$ cat config.mk
export PLATFORM = sky130hd
export DESIGN_NAME = flood_relay_dedup_filter_core
export DESIGN_NICKNAME = d
export VERILOG_FILES = /design/src/hdl/fdr_pkg.sv /design/src/hdl/flood_relay_dedup_filter_core.sv
export SDC_FILE = /design/constraint.sdc
export NUM_CORES = 1
export LEC_CHECK = 0
export ABC_AREA = 1
export BUFFER_PORTS_ARGS = -buffer_cell sky130_fd_sc_hd__buf_2
export CAP_MARGIN = 20
export CORE_UTILIZATION = 55
export CTS_CLUSTER_DIAMETER = 200
export DETAILED_ROUTE_END_ITERATION = 12
export PLACE_DENSITY_LB_ADDON = 0.12
export SLEW_MARGIN = 20
export SYNTH_ARGS = -nofsm -noshare
export SYNTH_HDL_FRONTEND = slang
export SYNTH_SLANG_ARGS = --single-unit
$ cat constraint.sdc
create_clock -name clk_i -period 7.55 [get_ports clk_i]
set_input_delay 1.8875 -clock clk_i [delete_from_list [all_inputs] [get_ports clk_i]]
set_output_delay 1.8875 -clock clk_i [all_outputs]
set_load 0.1 [all_outputs]
$ cat src/hdl/fdr_pkg.sv
// shared types and constants of the flood relay duplicate filter
package fdr_pkg;

  // configuration port geometry
  localparam int unsigned ADDR_W = 4;
  localparam int unsigned DATA_W = 32;

  // register word index, taken from paddr[3:2]
  localparam logic [1:0] REG_MY_ID        = 2'd0;
  localparam logic [1:0] REG_BROADCAST_ID = 2'd1;
  localparam logic [1:0] REG_GROUP_LOW    = 2'd2;
  localparam logic [1:0] REG_GROUP_HIGH   = 2'd3;

  // register reset values
  localparam logic [15:0] MY_ID_RST        = 16'h0000;
  localparam logic [15:0] BROADCAST_ID_RST = 16'hFFFF;
  localparam logic [15:0] GROUP_LOW_RST    = 16'hFF00;
  localparam logic [15:0] GROUP_HIGH_RST   = 16'hFFFE;

  // received packet header
  typedef struct packed {
    logic [15:0] source_id;
    logic [15:0] dest_id;
    logic [15:0] sequence_req;
    logic [7:0]  hops_left;
  } req_t;

  // filter decision
  typedef struct packed {
    logic       deliver;
    logic       duplicate;
    logic       relay;
    logic [7:0] relay_hops;
  } rsp_t;

  // one entry of the seen-pair ring
  typedef struct packed {
    logic [15:0] source_id;
    logic [15:0] sequence_req;
  } entry_t;

endpackage

$ cat src/hdl/flood_relay_dedup_filter_core.sv
// flood relay filter: duplicate ring lookup, delivery and relay decision
//
//  channel   signals                          transfer
//  --------  -------------------------------  --------------------------------
//  request   start, busy, req_i               start high while busy low
//  result    done_o, rsp_o                    done_o high for one cycle
//  config    psel, penable, pwrite, paddr,    access phase, pready always high
//            pwdata, prdata, pready
//
// after acceptance a packet header is checked against every ring entry: the
// ring memory is read one entry per cycle through its single read port, state
// S_LAST compares the last entry and writes a new pair at the ring head unless
// a match was seen, and done_o follows. busy is low again in the cycle done_o is shown.
// reset clears the per-entry valid bits at once, so no clearing pass is needed;
// an entry that is not valid reads as zero. the receiver cannot stall results.
module flood_relay_dedup_filter_core #(
  parameter int unsigned DEDUP_DEPTH = 16
) (
  input  logic                       clk_i,
  input  logic                       rst_ni,
  input  logic                       start,
  output logic                       busy,
  input  fdr_pkg::req_t              req_i,
  output logic                       done_o,
  output fdr_pkg::rsp_t              rsp_o,
  input  logic                       psel,
  input  logic                       penable,
  input  logic                       pwrite,
  input  logic [fdr_pkg::ADDR_W-1:0] paddr,
  input  logic [fdr_pkg::DATA_W-1:0] pwdata,
  output logic [fdr_pkg::DATA_W-1:0] prdata,
  output logic                       pready
);

  localparam int unsigned IDX_W = (DEDUP_DEPTH > 1) ? $clog2(DEDUP_DEPTH) : 1;
  localparam logic [IDX_W-1:0] LAST_IDX = IDX_W'(DEDUP_DEPTH - 1);

  typedef enum logic [1:0] {
    S_IDLE,
    S_SCAN,
    S_LAST
  } state_e;

  // configuration registers
  logic [15:0] my_id_q, broadcast_id_q, group_low_q, group_high_q;
  logic        cfg_we;
  logic [1:0]  cfg_idx;

  assign pready  = 1'b1;
  assign cfg_we  = psel & penable & pwrite & pready;
  assign cfg_idx = paddr[3:2];

  always_ff @(posedge clk_i or negedge rst_ni) begin
    if (!rst_ni) begin
      my_id_q        <= fdr_pkg::MY_ID_RST;
      broadcast_id_q <= fdr_pkg::BROADCAST_ID_RST;
      group_low_q    <= fdr_pkg::GROUP_LOW_RST;
      group_high_q   <= fdr_pkg::GROUP_HIGH_RST;
    end else if (cfg_we) begin
      unique case (cfg_idx)
        fdr_pkg::REG_MY_ID:        my_id_q        <= pwdata[15:0];
        fdr_pkg::REG_BROADCAST_ID: broadcast_id_q <= pwdata[15:0];
        fdr_pkg::REG_GROUP_LOW:    group_low_q    <= pwdata[15:0];
        fdr_pkg::REG_GROUP_HIGH:   group_high_q   <= pwdata[15:0];
        default:                   ;
      endcase
    end
  end

  // register read back
  always_comb begin
    unique case (cfg_idx)
      fdr_pkg::REG_MY_ID:        prdata = {16'h0000, my_id_q};
      fdr_pkg::REG_BROADCAST_ID: prdata = {16'h0000, broadcast_id_q};
      fdr_pkg::REG_GROUP_LOW:    prdata = {16'h0000, group_low_q};
      fdr_pkg::REG_GROUP_HIGH:   prdata = {16'h0000, group_high_q};
      default:                   prdata = '0;
    endcase
  end

  // control and datapath state
  state_e           state_q, state_d;
  logic [IDX_W-1:0] rd_addr_q, rd_addr_d;
  logic [IDX_W-1:0] head_q, head_d;
  logic             cmp_pend_q, cmp_pend_d;
  logic             hit_q, hit_d;
  logic             done_q, done_d;
  logic [DEDUP_DEPTH-1:0] valid_q, valid_d;
  fdr_pkg::req_t    item_q, item_d;
  fdr_pkg::rsp_t    rsp_q, rsp_d;

  // ring memory, one read port and one write port
  fdr_pkg::entry_t  mem_q [DEDUP_DEPTH];
  fdr_pkg::entry_t  rd_data_q;
  logic             rd_valid_q;
  logic             mem_we;
  fdr_pkg::entry_t  wr_entry;

  always_ff @(posedge clk_i) begin
    if (mem_we) begin
      mem_q[head_q] <= wr_entry;
    end
    rd_data_q  <= mem_q[rd_addr_q];
    rd_valid_q <= valid_q[rd_addr_q];
  end

  // compare of the entry read in the previous cycle
  fdr_pkg::entry_t stored;
  logic            match;
  logic            hit_all;
  logic            for_me;
  logic            fwd;

  assign stored  = rd_valid_q ? rd_data_q : '0;
  assign match   = cmp_pend_q && (stored.source_id == item_q.source_id) &&
                   (stored.sequence_req == item_q.sequence_req);
  assign hit_all = hit_q | match;

  assign wr_entry.source_id    = item_q.source_id;
  assign wr_entry.sequence_req = item_q.sequence_req;

  // delivery and relay decision
  assign for_me = (item_q.dest_id == my_id_q) || (item_q.dest_id == broadcast_id_q) ||
                  ((item_q.dest_id >= group_low_q) && (item_q.dest_id <= group_high_q));
  assign fwd    = (item_q.hops_left != 8'd0) && (item_q.dest_id != my_id_q) &&
                  (item_q.source_id != my_id_q);

  // sequencer next state
  always_comb begin
    state_d    = state_q;
    rd_addr_d  = rd_addr_q;
    head_d     = head_q;
    cmp_pend_d = 1'b0;
    hit_d      = hit_q;
    done_d     = 1'b0;
    valid_d    = valid_q;
    item_d     = item_q;
    rsp_d      = rsp_q;
    mem_we     = 1'b0;
    unique case (state_q)
      S_IDLE: begin
        if (start) begin
          item_d    = req_i;
          rd_addr_d = '0;
          hit_d     = 1'b0;
          state_d   = S_SCAN;
        end
      end
      S_SCAN: begin
        cmp_pend_d = 1'b1;
        hit_d      = hit_all;
        if (rd_addr_q == LAST_IDX) begin
          state_d = S_LAST;
        end else begin
          rd_addr_d = rd_addr_q + 1'b1;
        end
      end
      S_LAST: begin
        done_d  = 1'b1;
        state_d = S_IDLE;
        rsp_d   = '0;
        if (hit_all) begin
          rsp_d.duplicate = 1'b1;
        end else begin
          mem_we          = 1'b1;
          valid_d[head_q] = 1'b1;
          head_d          = (head_q == LAST_IDX) ? '0 : head_q + 1'b1;
          rsp_d.deliver   = for_me;
          rsp_d.relay     = fwd;
          rsp_d.relay_hops = fwd ? (item_q.hops_left - 8'd1) : 8'd0;
        end
      end
      default: state_d = S_IDLE;
    endcase
  end

  // sequencer state and registered outputs
  always_ff @(posedge clk_i or negedge rst_ni) begin
    if (!rst_ni) begin
      state_q    <= S_IDLE;
      rd_addr_q  <= '0;
      head_q     <= '0;
      cmp_pend_q <= 1'b0;
      hit_q      <= 1'b0;
      done_q     <= 1'b0;
      valid_q    <= '0;
    end else begin
      state_q    <= state_d;
      rd_addr_q  <= rd_addr_d;
      head_q     <= head_d;
      cmp_pend_q <= cmp_pend_d;
      hit_q      <= hit_d;
      done_q     <= done_d;
      valid_q    <= valid_d;
    end
  end

  // transaction payload registers
  always_ff @(posedge clk_i) begin
    item_q <= item_d;
    rsp_q  <= rsp_d;
  end

  assign busy   = (state_q != S_IDLE);
  assign done_o = done_q;
  assign rsp_o  = rsp_q;

endmodule

# Word level (Yosys, flattened, before mapping)
# Memory sizes are Yosys's and may differ from the RTL's. A register that Yosys moved wholly into a read port is not among the register bits.
# Cells that the tools add are included.
[word_totals]
ff_bits = 161
ramBits = 512
output_inout_bits = 46
n_memories = 1
[classes]
add_sub_neg = 3
n_lt_le_gt_ge = 5
n_bitwise = 6
n_reduce_logical = 23
mux = 22
eq_ne = 16
[memory_table]
columns = ["name", "words", "width", "rd", "rd_ports_with_merged_regs", "write_ports", "line_no", "source"]
rows = [
  ["mem_q", 16, 32, 1, 1, 1, "flood_relay_dedup_filter_core.sv:93", "fdr_pkg::entry_t mem_q [DEDUP_DEPTH];"],
]
[ops]
columns = ["operator", "n"]
rows = [
  ["$pmux W32 S4", 1],
  ["$eq A16 B16 Y1", 4],
  ["$mux W32", 1],
  ["$ne A16 B16 Y1", 2],
  ["$ge A16 B16 Y1", 1],
  ["$le A16 B16 Y1", 1],
  ["$or A16 B16 Y16", 1],
  ["$reduce_and A2 Y1", 8],
  ["$mux W4", 3],
  ["$lt A4 B5 Y1 const B", 2],
  ["$mux W1", 10],
  ["$add A4 B1 Y4 const B", 2],
  ["$eq A4 B4 Y1 const B", 2],
  ["$pmux W4 S2", 1],
  ["$reduce_bool A8 Y1", 1],
  ["$sub A8 B1 Y8 const B", 1],
  ["$eq A2 B2 Y1 const B", 3],
  ["$logic_and A1 B1 Y1", 6],
  ["$ne A2 B2 Y1 const B", 3],
  ["$bmux W1 S4", 1],
  ["$demux W1 S4", 1],
  ["$eq A2 B1 Y1 const B", 2],
  ["$ge A4 B1 Y1 const B", 1],
  ["$logic_not A2 Y1", 2],
  ["other kinds (10)", 15],
]

# Logic depth before layout (Yosys ltp)
[logic_depth]
word_depth = 9
depth_mapped = 14

# Least setup slack after synthesis
# OpenSTA, ideal clock, no wires.
[synth_path]
kind = "input port to output port"
start = "input port paddr[3] in the netlist's numbering"
end = "output port prdata[0] in the netlist's numbering"
path_buffers = 0
slack_ns = 1.850
arrival_time_ns = 3.813
stages = 3
path_cell_list = "nor2_1 -> a221oi_1 -> a22oi_1"
[synth_via]
elab_chain_cells = 2
word_cells_on_any_way = 5
cone_classes = "eq/ne: 3; mux: 1; reduce/logical: 1"
[synth_rtl]
columns = ["item", "line_no", "source"]
rows = [
  ["start: declaration", "flood_relay_dedup_filter_core.sv:29", "input logic [fdr_pkg::ADDR_W-1:0] paddr,"],
  ["$eq A2 B2 Y1, or another cell as far along", "flood_relay_dedup_filter_core.sv:72", "unique case (cfg_idx)"],
  ["$pmux W32 S4 (*)", "flood_relay_dedup_filter_core.sv:72", ""],
  ["end: declaration", "flood_relay_dedup_filter_core.sv:31", "output logic [fdr_pkg::DATA_W-1:0] prdata,"],
]
# Every way passes the cells marked *; elsewhere a longest branch is shown, timed or not. The select of a mux whose other input is x is not followed.

# Worst setup path in the final report
# Ends and elaborated chain as after synthesis.

==> run summary <==
count of final hold-check violations: 0
ys flop type: edfxtp_1
period utilization: 0.7089
row count: 83
post-CTS sizing: 0
initial antenna violation count: 1
total core area: 0.05182 mm2
CP bufs+invs: 3
RePlAce Congestion: 0.9039
EDFF count, synth: 579
flop2flop setup slack: 3510 ps
Final Hold Slack: 456.2 ps
Post-synth ARST share: 0.1319
total internal power: 0.007595 W
worst r2r path cells: 12
Setup CP Type: input pin to output port
Crit path max-delay family: buffers and inverters
Startpoint Class: input pin
initial core utilization: 0.5615
DRT antenna net count: 0
Synth cell types: 42
total gr overflow: 0
average cell area after synthesis: 11.92 um2
clock sinks: 705
Ys Warns: 0
Seq/Total Area, Yosys: 0.7019
Post-Syn Instances: 2442
Pleak: 12.30 nW
clock slew seen by the registers of the worst setup and hold paths: 60 ps
Hold Startpoint: valid_q[14]$_DFFE_PN0N_
Total GRT Usage: 0.2784
clk_lat worst skew: 600 ps
H-tree depth: 3
slew margin rel.: 0.1212
final setup fails: 0
largest net degree at the start of global routing: 247
Switching Power: 0.003846 W
DP HPWL: 39000 um
number of DRC markers in iteration 0: 1915
crit path cell chain: buf_2 > nand2_1 > inv_1 > a221oi_1 > a22oi_1 > buf_2
CP dominant cell by count: buf_2
vias in the first global route: 18570
maximum vdd drop: 364.9 uV
Mapped Area: 0.02910 mm2
Routed wire per std cell: 22.49 um
TritonCTS Buffers: 71
PortBufs: 108
Seq pwr share: 0.433
Clock power frac: 0.313
FF-to-FF Start: rd_valid_q$_DFF_P_
final cell count without fillers: 3256
Vias: 19060
CTS tree: done
Yosys reg bits: 705
DRT Pass-1 Iters: 5
Post-CTS Hold Buffers: 0
I/O Pins: 144
setup TNS: 0 ps
critical path required time: 5660 ps
placed insts: 3126
Slowest-stage cell, CP: nand2_1
Post-route DRC: 0
footprint of the multi-input gates: 0.007491 mm2
max cap viols: 0
Filler cells: 4007
Max Clock Freq: 0.1868 GHz
worst path arrival time: 3460 ps
CP max FO: 16
area delta synth->final: 11.78%
Final #Nets: 2658
Final min period: 5352 ps
Worst Max-Slew Pin Slew: 1318 ps
WHS Path Cells: 2
register area: 0.02043 mm2
Max Slew Vio Count: 0
layout cells sized above 1: 0.1324
Clock Tree Root: clkbuf_16
combinational power share: 0.254
status: completed
P per Cell Area: 351.8 mW/mm2
clk_skew: 19.13 ps
vias per cell: 5.854
hold path endpoint: valid_q[14]$_DFFE_PN0N_
Post-CTS Setup Bufs: 0
first-pass GRT wire length: 110600 um
die area: 0.05383 mm2
chip height: 232.0 um
Die Wd: 232.0 um
crit path capture type: output port
Clock Path Buffers: 3
FF-to-FF End: mem_q[0][3]$_DFFE_PP_
Tightest Hold Check Type: flip-flop to flip-flop
switching portion of total power: 0.3362
DRT Wirelength: 73230 um
CP max stage delay: 580 ps
RSZ-0062 raised after global routing: false
## layout make-up
| cell class | count | area share |
|---|---|---|
| Timing Repair Buffer | 134 | 0.02493 |
| Sequential cell | 705 | 0.6281 |
| Tap cell | 680 | 0.02616 |
| Clock inverter | 30 | 0.01146 |
| Clock buffer | 97 | 0.06109 |
| Antenna cell | 1 | 0.00007693 |
| Multi-Input combinational cell | 1459 | 0.2303 |
| Inverter | 150 | 0.01785 |
## sequential cells by signal, summed over array words and instances, names as in the netlist, 4 cells and up
name,count
group_high_q,16
mem_q,512
broadcast_id_q,16
item_q,56
head_q,4
group_low_q,16
valid_q,16
rd_addr_q,4
rsp_o,11
rd_data_q,32
my_id_q,16
## tightest hold or removal path, cell delays in order, from the launching register on
cell	delay (ps)
dfrtp_1	320
inv_1	50
nand2_1	50
## power by group through the flow
stage | combinational (W) | clock [W] | sequential (W)
global route | 0.00321 | 0.00377 | 0.00499
detailed placement | 0.00287 | 0 | 0.00502
floorplan | 0.00212 | 0 | 0.00485
global placement | 0.00278 | 0 | 0.00501
finish | 0.00290 | 0.00359 | 0.00495
CTS | 0.00288 | 0.00363 | 0.00494
## metrics by stage
| step | util | setup WS (ps) | total power, W | cell area, um2 |
|---|---|---|---|---|
| final | 0.6277 | 2198 | 0.01144 | 32530 |
| after global routing | 0.6276 | 2094 | 0.01197 | 32520 |
| after CTS | 0.6264 | 2222 | 0.01145 | 32460 |
| after detailed placement | 0.5808 | 2229 | 0.007886 | 30100 |
| after global placement | 0.5802 | 2230 | 0.007793 | 30070 |
| after floorplan | - | 1850 | 0.006975 | 29160 |
## how the worst max path moves through the flow
stage | start | to | cells after the start
after floorplan | paddr[3] | prdata[0] | 3
after global placement | paddr[2] | prdata[15] | 4
after detailed placement | paddr[2] | prdata[15] | 4
after CTS | paddr[2] | prdata[15] | 4
after global routing | paddr[2] | prdata[0] | 6
final | paddr[3] | prdata[0] | 6
## metal layers
metal / global-route usage / wire length [um]
met1: 0.3794 / 30740
met2: 0.4645 / 35830
met3: 0.03500 / 4571
met4: 0.09396 / 2078
met5: 0 / 16
## logic make-up (layout without fill, tap and decap cells)
family | after synthesis | in the layout | share of synthesized area
AOI/OAI and AO/OA | 504 | 504 | 0.1000
xor gates and xnor gates | 46 | 46 | 0.01385
adders and majority gates | 39 | 39 | 0.01677
buffers and inverters | 293 | 411 | 0.04326
DFF | 705 | 705 | 0.7019
other | 2 | 18 | 0.0002581
and+or+nand+nor | 853 | 853 | 0.1240
## Yosys cell counts (18+ instances only)
| library cell | instances | area share |
|---|---|---|
| a21oi_1 | 109 | 0.019 |
| a221oi_1 | 42 | 0.013 |
| buf_2 | 28 | 0.0048 |
| buf_4 | 18 | 0.0046 |
| clkbuf_1 | 80 | 0.010 |
| dfrtp_1 | 54 | 0.046 |
| dfstp_2 | 39 | 0.035 |
| dfxtp_1 | 33 | 0.023 |
| edfxtp_1 | 579 | 0.60 |
| ha_1 | 39 | 0.017 |
| inv_1 | 148 | 0.019 |
| nand2_1 | 474 | 0.061 |
| nand3_1 | 95 | 0.016 |
| nand4_1 | 27 | 0.0058 |
| nor2_1 | 214 | 0.028 |
| o21ai_0 | 259 | 0.045 |
| o22ai_1 | 45 | 0.0097 |
| xnor2_1 | 29 | 0.0087 |
## placed cells by master (no fill, tap or decap), drive strengths merged, types with 3 or more instances in the layout
cell | netlist | layout
edfxtp | 579 | 579
xnor2 | 29 | 29
nand3 | 97 | 97
o221a | 10 | 10
conb | 2 | 17
o2111ai | 15 | 15
ha | 39 | 39
inv | 149 | 145
o221ai | 12 | 12
xor2 | 17 | 17
o21ai | 267 | 267
dfstp | 39 | 39
nand2 | 477 | 477
o22ai | 45 | 45
dfrtp | 54 | 54
clkbuf | 80 | 97
or2 | 7 | 7
nor2 | 214 | 214
a221oi | 42 | 42
a21oi | 109 | 109
clkinvlp | 0 | 4
buf | 63 | 134
clkinv | 1 | 22
nor4 | 3 | 3
nand3b | 3 | 3
bufinv | 0 | 9
dfxtp | 33 | 33
nor3 | 7 | 7
nand4 | 43 | 43
(Power assumes the default switching activity.)
